==> src/rtl/box3_pkg.sv <==
// ----------------------------------------------------------------------------
// box3_pkg
// Shared types and constants of the clipped 3x3 box filter.
// ----------------------------------------------------------------------------
package box3_pkg;

  localparam int unsigned MaxSize  = 1024;
  localparam int unsigned PosW     = $clog2(MaxSize);
  localparam int unsigned SizeW    = PosW + 1;
  localparam int unsigned ChW      = 16;
  localparam int unsigned NumCh    = 3;
  localparam int unsigned SumW     = ChW + 4;
  localparam int unsigned RecipW   = 21;
  localparam int unsigned ProdW    = SumW + RecipW;
  localparam int unsigned ShW      = 5;

  // Exact floor division of a SumW-bit sum: q = (s * K) >> SH.
  localparam logic [RecipW-1:0] RecipOne   = RecipW'(1);
  localparam logic [RecipW-1:0] RecipThree = RecipW'(1398102);
  localparam logic [RecipW-1:0] RecipSix   = RecipW'(1398102);
  localparam logic [RecipW-1:0] RecipNine  = RecipW'(1864136);
  localparam logic [ShW-1:0]    ShThree    = ShW'(22);
  localparam logic [ShW-1:0]    ShSix      = ShW'(23);
  localparam logic [ShW-1:0]    ShNine     = ShW'(24);

  typedef logic [NumCh-1:0][ChW-1:0] pixel_t;
  typedef logic [PosW-1:0]           pos_t;

  // Which output a pixel at (r,c) releases, in release order.
  typedef logic [1:0] kind_t;
  localparam kind_t KindUpLeft = 2'd0;  // (r-1, c-1)
  localparam kind_t KindUp     = 2'd1;  // (r-1, c)
  localparam kind_t KindLeft   = 2'd2;  // (r, c-1)
  localparam kind_t KindHere   = 2'd3;  // (r, c)

  typedef struct packed {
    logic  accept;     // input transfer: capture pixel, read line stores
    logic  update;     // shift window, write line stores
    logic  sum_en;     // sum clipped window for kind
    kind_t kind;
    logic  mul_en;     // reciprocal multiply
    logic  load_out;   // load output register
    logic  run_last;
  } cmd_t;

  typedef struct packed {
    logic [3:0] emit_mask;  // one bit per kind
  } sts_t;

endpackage

==> src/rtl/box3_ctrl.sv <==
// ----------------------------------------------------------------------------
// box3_ctrl
// Sequencer: takes one pixel, updates the window, then walks the released
// outputs through sum, multiply and the output register.
// ----------------------------------------------------------------------------
module box3_ctrl (
  input  logic            clk_i,
  input  logic            rst_ni,
  input  logic            in_valid_i,
  output logic            in_ready_o,
  output logic            out_valid_o,
  input  logic            out_ready_i,
  input  box3_pkg::sts_t  sts_i,
  output box3_pkg::cmd_t  cmd_o
);

  typedef enum logic [2:0] {
    StIdle,
    StUpdate,
    StSum,
    StMul,
    StOut
  } state_e;

  state_e     state_q;
  logic [3:0] pend_q;
  logic       out_valid_q;
  logic [3:0] pend_rest;
  logic       load;
  box3_pkg::kind_t kind;

  always_comb begin
    if (pend_q[0]) begin
      kind = box3_pkg::KindUpLeft;
    end else if (pend_q[1]) begin
      kind = box3_pkg::KindUp;
    end else if (pend_q[2]) begin
      kind = box3_pkg::KindLeft;
    end else begin
      kind = box3_pkg::KindHere;
    end
  end

  // drop lowest pending bit
  assign pend_rest = pend_q & (pend_q - 4'd1);
  assign load      = (state_q == StOut) && (!out_valid_q || out_ready_i);

  assign in_ready_o  = (state_q == StIdle);
  assign out_valid_o = out_valid_q;

  always_comb begin
    cmd_o          = '0;
    cmd_o.accept   = in_valid_i && (state_q == StIdle);
    cmd_o.update   = (state_q == StUpdate);
    cmd_o.sum_en   = (state_q == StSum);
    cmd_o.kind     = kind;
    cmd_o.mul_en   = (state_q == StMul);
    cmd_o.load_out = load;
    cmd_o.run_last = (pend_rest == 4'd0);
  end

  always_ff @(posedge clk_i or negedge rst_ni) begin
    if (!rst_ni) begin
      state_q     <= StIdle;
      pend_q      <= '0;
      out_valid_q <= 1'b0;
    end else begin
      if (load) begin
        out_valid_q <= 1'b1;
      end else if (out_ready_i) begin
        out_valid_q <= 1'b0;
      end
      case (state_q)
        StIdle: begin
          if (in_valid_i) begin
            state_q <= StUpdate;
          end
        end
        StUpdate: begin
          pend_q  <= sts_i.emit_mask;
          state_q <= (sts_i.emit_mask == 4'd0) ? StIdle : StSum;
        end
        StSum: begin
          state_q <= StMul;
        end
        StMul: begin
          state_q <= StOut;
        end
        StOut: begin
          if (load) begin
            pend_q  <= pend_rest;
            state_q <= (pend_rest == 4'd0) ? StIdle : StSum;
          end
        end
        default: begin
          state_q <= StIdle;
        end
      endcase
    end
  end

endmodule

==> config.mk <==
export PLATFORM = sky130hd
export DESIGN_NAME = box3_ctrl
export DESIGN_NICKNAME = d
export VERILOG_FILES = /design/src/rtl/box3_pkg.sv /design/src/rtl/box3_ctrl.sv
export SDC_FILE = /design/constraint.sdc
export NUM_CORES = 1
export LEC_CHECK = 0
export ABC_AREA = 1
export BUFFER_PORTS_ARGS = -buffer_cell sky130_fd_sc_hd__buf_2
export CAP_MARGIN = 20
export CELL_PAD_IN_SITES_DETAIL_PLACEMENT = 0
export CELL_PAD_IN_SITES_GLOBAL_PLACEMENT = 1
export CORE_MARGIN = 1.5
export CORE_UTILIZATION = 33
export CTS_BUF_LIST = sky130_fd_sc_hd__clkbuf_4 sky130_fd_sc_hd__clkbuf_8
export CTS_CLUSTER_DIAMETER = 80
export DETAILED_ROUTE_END_ITERATION = 16
export PLACE_DENSITY_LB_ADDON = 0.2
export SKIP_CTS_REPAIR_TIMING = 1
export SYNTH_ARGS = -nofsm -noshare
export SYNTH_HDL_FRONTEND = slang
export SYNTH_SLANG_ARGS = --single-unit
==> constraint.sdc <==
create_clock -name clk_i -period 1.45 [get_ports clk_i]
set_input_delay 0.0725 -clock clk_i [delete_from_list [all_inputs] [get_ports clk_i]]
set_output_delay 0.0725 -clock clk_i [all_outputs]
set_load 0.02 [all_outputs]
==> run_results.csv, run 1 <==
group,metric,value,unit
timing,worstMarginPinSlew,0.213,ns
layout,final_cell_area,624,um2
layout,drive_above_1_share,33.7,%
setup_path,critPathTopFamily,"flip-flops",
timing,setup_viol,0,
yosys,synth_seq_area_share,40.8,%
route,drt-wirelength-per-cell,10.0,um
timing,finalHoldViolCount,0,
setup_path,path_class,"reg -> out",
yosys,ys_seq_elements,8,
yosys,synth-edff-count,0,
timing,slew_headroom,85.7,%
setup_path,worstSetupEndpointType,"primary output",
setup_path,cp_num_cells,6,
setup_path,worst-path-buf-inv,3,
yosys,avgSynthCellArea,6.81,um2
global_routing,antenna_found_initial,0,
clock_network,clk_path_buf_depth,2,
layout,antennaDiodeCount,0,
setup_path,rrSetupSlack,0.29,ns
min_path,holdCritPathClass,"in -> reg",
route,wirelength,1070,um
global_routing,grt_util_all_layers,12.2,%
timing,final_max_slew_viol_count,0,
yosys,ys_warn_count,0,
route,vias,484,
yosys,synthesis.area,490,um2
yosys,synth_most_common_cell,"nand2_1",
die,row_count,13,
die,die_w,41.6,um
yosys,yosysTopAreaCell,"dfrtp_1",
power,power.leakage,0.372,nW
die,core,1350,um2
setup_path,arrival,1.29,ns
setup_path,crit_slowest_cell,"dfrtp_1",
die,initial_core_util,36.3,%
yosys,syn_nets,80,
timing,tns,0,ns
route,antenna_left,0,
route,dr.pass1.iters,4,
global_routing,grt_pass1_vias,425,
die,dieArea,1730,um2
setup_path,reg2reg_from,"state_q[0]$_DFFE_PN0P_",
clock_network,insertion_delay,0.25,ns
placed_design,dpl_cell_area,587,um2
power,power.total,1.48,mW
placed_design,post-dp-hpwl,869,um
power,p_per_area,2380,nW/um2
yosys,yosys-top-cells-area,"dfrtp_1 41%, nand2_1 15%, inv_1 9.2%",
layout,nets,102,
global_routing,grt_overflow,0,
global_routing,grt_pass1_wl,1640,um
setup_path,worstRegToRegCells,8,
setup_path,crit_start,"state_q[0]$_DFFE_PN0P_",
placed_design,gp_congestion,0.817,
layout,syn_to_final_growth,27.3,%
yosys,ys.flop_type,"dfrtp_1",
min_path,min-delay-start,"sts_i[0]",
yosys,synth_top_area_share,40.8,%
clock_network,cts_max_level,1,
timing,skew,0.000133,ns
yosys,synth.distinct_cells,17,
power,peakVddDrop,0.000900,V
die,ios,18,
setup_path,cp_cell_sequence,"nor2_2 > nand2_2 > inv_4 > nand2_4 > inv_1 > buf_2",
route,avgViaCountPerCell,4.52,
timing,period_needed,1.37,ns
timing,fin_crit_sh,94.2,%
placed_design,port_buffers,17,
setup_path,max_stage_delay,0.42,ns
route,drc_errors,0,
yosys,synthCells,72,
outcome,status,"completed",
route,drt_iter0_drc,4,
setup_path,cp_max_fo,6,
setup_path,cp-start-kind,"flop",
yosys,synthArstFlopShare,100,%
clock_network,cts_inserted_buffers,3,
yosys,yosys-top-cells-count,"20 x nand2_1, 12 x inv_1, 10 x nor2_1, 8 x dfrtp_1",
timing,clock.fmax,732,MHz
run,maxCapViolations,0,
min_path,hold_depth,3,
setup_path,cp.required,1.38,ns
die,dieHeight,41.6,um
global_routing,grt_start_max_net_pins,9,
clock_network,cts_tree,"yes",
clock_network,cts.clk_slew.worst_paths,0.05,ns
clock_network,clock-sinks,8,
clock_network,cts_root_buf,"clkbuf_4",
## power breakdown
part	internal (mW)	switching [mW]	total [mW]
registers	0.330	0.0982	0.428
logic	0.298	0.596	0.894
clock network	0.0941	0.0675	0.162
## final cells by class
type | instances | area [um2]
multi-input combinational | 48 | 229
fill | 150 | 726
tap | 15 | 18.8
inverter | 15 | 58.8
timing repair buffer | 18 | 95.1
sequential | 8 | 200
clock buffer | 3 | 22.5
## through the flow
step | utilization, % | cells | setup WS (ns) | hold WS (ns)
after global routing | 46.2 | 107 | -0.00521 | 0.0582
after detailed placement | 43.5 | 103 | 0.293 | -0.0742
after floorplan | - | 72 | 0.187 | -0.223
after CTS | 45.1 | 106 | 0.0406 | -0.342
final | 46.2 | 107 | 0.0848 | 0.0465
after global placement | 43.5 | 103 | 0.351 | -0.0713
## placed cells by master, fill, tap and decap left out
master	netlist	layout
o21ai_1	2	2
inv_1	12	12
inv_2	2	2
o21ai_0	2	2
o21ai_2	1	1
nor2_2	1	3
nand2_4	2	2
nor2_1	10	8
dfrtp_1	8	8
buf_2	0	17
clkbuf_4	0	3
a21oi_1	3	3
nand3_1	3	3
inv_4	1	1
dlygate4sd3_1	0	1
or2_0	1	1
nand2_1	20	20
nor3_1	1	1
nand2_2	2	2
## per-layer routing
metal  share of wire [%]  wire [um]  global-route usage, %
met2                  49        522                   20.6
met1                  44        468                   13.7
met4                   0          0                   1.94
met5                   0          0                      0
met3                 7.3         78                   6.52
## final timing paths
kind / end
worst max-delay path: cmd_o[1]
worst min-delay path: pend_q[0]$_DFFE_PN0P_
worst min register to register: pend_q[3]$_DFFE_PN0P_
max in group asynchronous: pend_q[3]$_DFFE_PN0P_
worst max register to register: state_q[0]$_DFFE_PN0P_
min in group asynchronous: pend_q[0]$_DFFE_PN0P_
## worst reg2reg max path, cell delays in order, from the launching register on
cell     delay, ns
dfrtp_1       0.42
nor2_2        0.15
nand2_2       0.10
inv_4         0.10
nand2_1       0.08
o21ai_2       0.08
inv_2         0.04
nand2_1       0.05
inv_1         0.03
## state kept, by name, indices dropped and copies added (netlist names)
| register | cells |
|---|---|
| state_q | 3 |
| out_valid_o | 1 |
| pend_q | 4 |
## logic make-up (layout without fill, tap and decap cells)
kind of cell	Yosys count	after routing	share of synthesized area [%]
and+or+nand+nor	40	40	36.7
buffers and inverters	16	36	13.5
AOI/OAI and AO/OA	8	8	8.93
DFF	8	8	40.8
Power figures use the tool's default switching activity.
==> run 2, diff against run 1 <==
Settings changed: CORE_UTILIZATION 33 to 31, CTS_BUF_LIST sky130_fd_sc_hd__clkbuf_4 sky130_fd_sc_hd__clkbuf_8 to default.
==> run 2 against run 1 <==
Compared with the run above:
- total power down 0.73%
- via count down 0.41%
- first-iteration DRC count unchanged
- clock skew up 0.0011 ns
- flip-flop and latch count unchanged
- hold slack worse by 0.0068 ns
- sequential share of layout area up 0.064 points
- die area up 6.0%
- critical endpoint unchanged
- worst setup slack better by 0.013 ns
==> run_results.csv, run 2 (synthesis gave the netlist of run 1 again) <==
group,metric,value,unit
timing,skew,0.00119,ns
setup_path,cp_max_fo,6,
min_path,holdCritPathClass,"in -> reg",
layout,final_cell_mix,"20 x nand2_1, 17 x buf_2, 12 x inv_1",
die,core,1490,um2
timing,rsz0062_at_grt,"no",
power,switching_power,0.753,mW
setup_path,cp.required,1.38,ns
power,peakVddDrop,0.00121,V
layout,nets,102,
timing,fin_crit_sh,93.2,%
global_routing,antenna_found_initial,0,
global_routing,grt_overflow,0,
layout,antennaDiodeCount,0,
power,internal_power,0.720,mW
clock_network,cts_root_buf,"clkbuf_4",
setup_path,path_class,"reg -> out",
route,drc_errors,0,
power,power_frac_seq,28.1,%
timing,final_max_slew_viol_count,0,
layout,largest_register_ffs,4,
run,maxCapViolations,0,
placed_design,port_buffers,17,
route,dr.pass1.iters,4,
timing,tns,0,ns
global_routing,grt_pass1_wl,1840,um
setup_path,cp-start-kind,"flop",
setup_path,worstSetupEndpointType,"primary output",
global_routing,grt_util_all_layers,13.9,%
route,avgViaCountPerCell,4.46,
route,drt-wirelength-per-cell,9.86,um
power,combPwrFrac,60.7,%
timing,period_needed,1.35,ns
clock_network,cts.clk_slew.worst_paths,0.05,ns
clock_network,insertion_delay,0.25,ns
route,vias,482,
timing,clock.fmax,740,MHz
power,power.total,1.47,mW
layout,syn_to_final_growth,27.0,%
timing,setup_viol,0,
die,row_count,14,
die,initial_core_util,32.9,%
placed_design,post-dp-hpwl,917,um
route,antenna_left,0,
timing,slew_headroom,85.0,%
global_routing,grt_start_max_net_pins,9,
die,ios,18,
placed_design,gp_congestion,0.686,
clock_network,clk_path_buf_depth,2,
setup_path,max_stage_delay,0.40,ns
route,drt_iter0_drc,4,
power,clockPowerShare,11.2,%
layout,layout.cells.most_common,"nand2_1",
setup_path,worst-path-buf-inv,3,
setup_path,crit_slowest_cell,"dfrtp_1",
die,dieHeight,42.8,um
setup_path,cp_cell_sequence,"nor2_1 > nand2_2 > inv_4 > nand2_4 > inv_1 > buf_2",
setup_path,critPathTopFamily,"flip-flops",
clock_network,clock-sinks,8,
outcome,status,"completed",
layout,fillers,164,
power,p_sw_share,51.1,%
route,wirelength,1070,um
timing,finalHoldViolCount,0,
global_routing,grt_pass1_vias,454,
clock_network,cts_tree,"yes",
setup_path,arrival,1.28,ns
timing,hold_slack,0.0398,ns
clock_network,cts_max_level,1,
die,dieArea,1830,um2
power,power.leakage,0.372,nW
timing,worstMarginPinSlew,0.224,ns
layout,drive_above_1_share,32.6,%
die,die_w,42.8,um
clock_network,cts_inserted_buffers,3,
layout,regMostFlops,"pend_q",
power,p_per_area,2360,nW/um2
==> run 2: worst reg2reg max path, delay by kind of cell, from the launching register on <==
| kind | cells | cell delay [ns] |
|---|---|---|
| DFF | 1 | 0.40 |
| buffers and inverters | 3 | 0.17 |
| and+or+nand+nor | 4 | 0.38 |
| AOI/OAI and AO/OA | 1 | 0.08 |
==> run 2: layer usage <==
metal	vias up	wire length (um)	share of wire (%)	GRT usage, %
li1	259	-	-	-
met1	208	452	42	14.8
met2	13	538	51	23.6
met3	2	65	6.1	7.66
met4	0	8	0.75	3.75
met5	-	0	0	0
==> run 2: through the flow <==
stage / instances / utilization [%] / setup slack, ns / area, um2
2_1_floorplan: 72 / - / 0.187 / 490
3_3_place_gp: 104 / 39.5 / 0.347 / 588
3_5_place_dp: 104 / 39.5 / 0.315 / 588
4_1_cts: 107 / 41.0 / 0.0735 / 611
5_1_grt: 108 / 41.8 / 0.00513 / 623
6_report: 108 / 41.8 / 0.0979 / 623
==> run 2: power by group through the flow <==
stage / Clock [mW] / Combinational, mW / Sequential [mW]
after floorplan: 0 / 0.652 / 0.413
after global placement: 0 / 0.900 / 0.411
after detailed placement: 0 / 0.903 / 0.416
after CTS: 0.175 / 0.907 / 0.412
after global routing: 0.188 / 1.01 / 0.435
final: 0.165 / 0.895 / 0.414
==> run 2: final timing paths <==
check                           slack [ns]  cells past startpoint                      to                   start
max in group asynchronous             1.09                      2  state_q[1]$_DFFE_PN0P_                  rst_ni
worst min-delay path                  0.04                      3   pend_q[0]$_DFFE_PN0P_                sts_i[0]
min in group asynchronous             0.19                      2   pend_q[1]$_DFFE_PN0P_                  rst_ni
worst min register to register        0.52                      2   pend_q[3]$_DFFE_PN0P_   pend_q[3]$_DFFE_PN0P_
worst max-delay path                   0.1                      6                cmd_o[1]  state_q[0]$_DFFE_PN0P_
worst max register to register        0.31                      8  state_q[0]$_DFFE_PN0P_  state_q[0]$_DFFE_PN0P_
==> run 2: cell type report <==
cell class	instances	area, um2	share of cell area, %
clock buffers	3	22.5	3.61
inverters	15	58.8	9.44
multi-input cells	48	226	36.3
flip-flops and latches	8	200	32.1
well taps	16	20.0	3.21
repair buffers	18	95.1	15.3
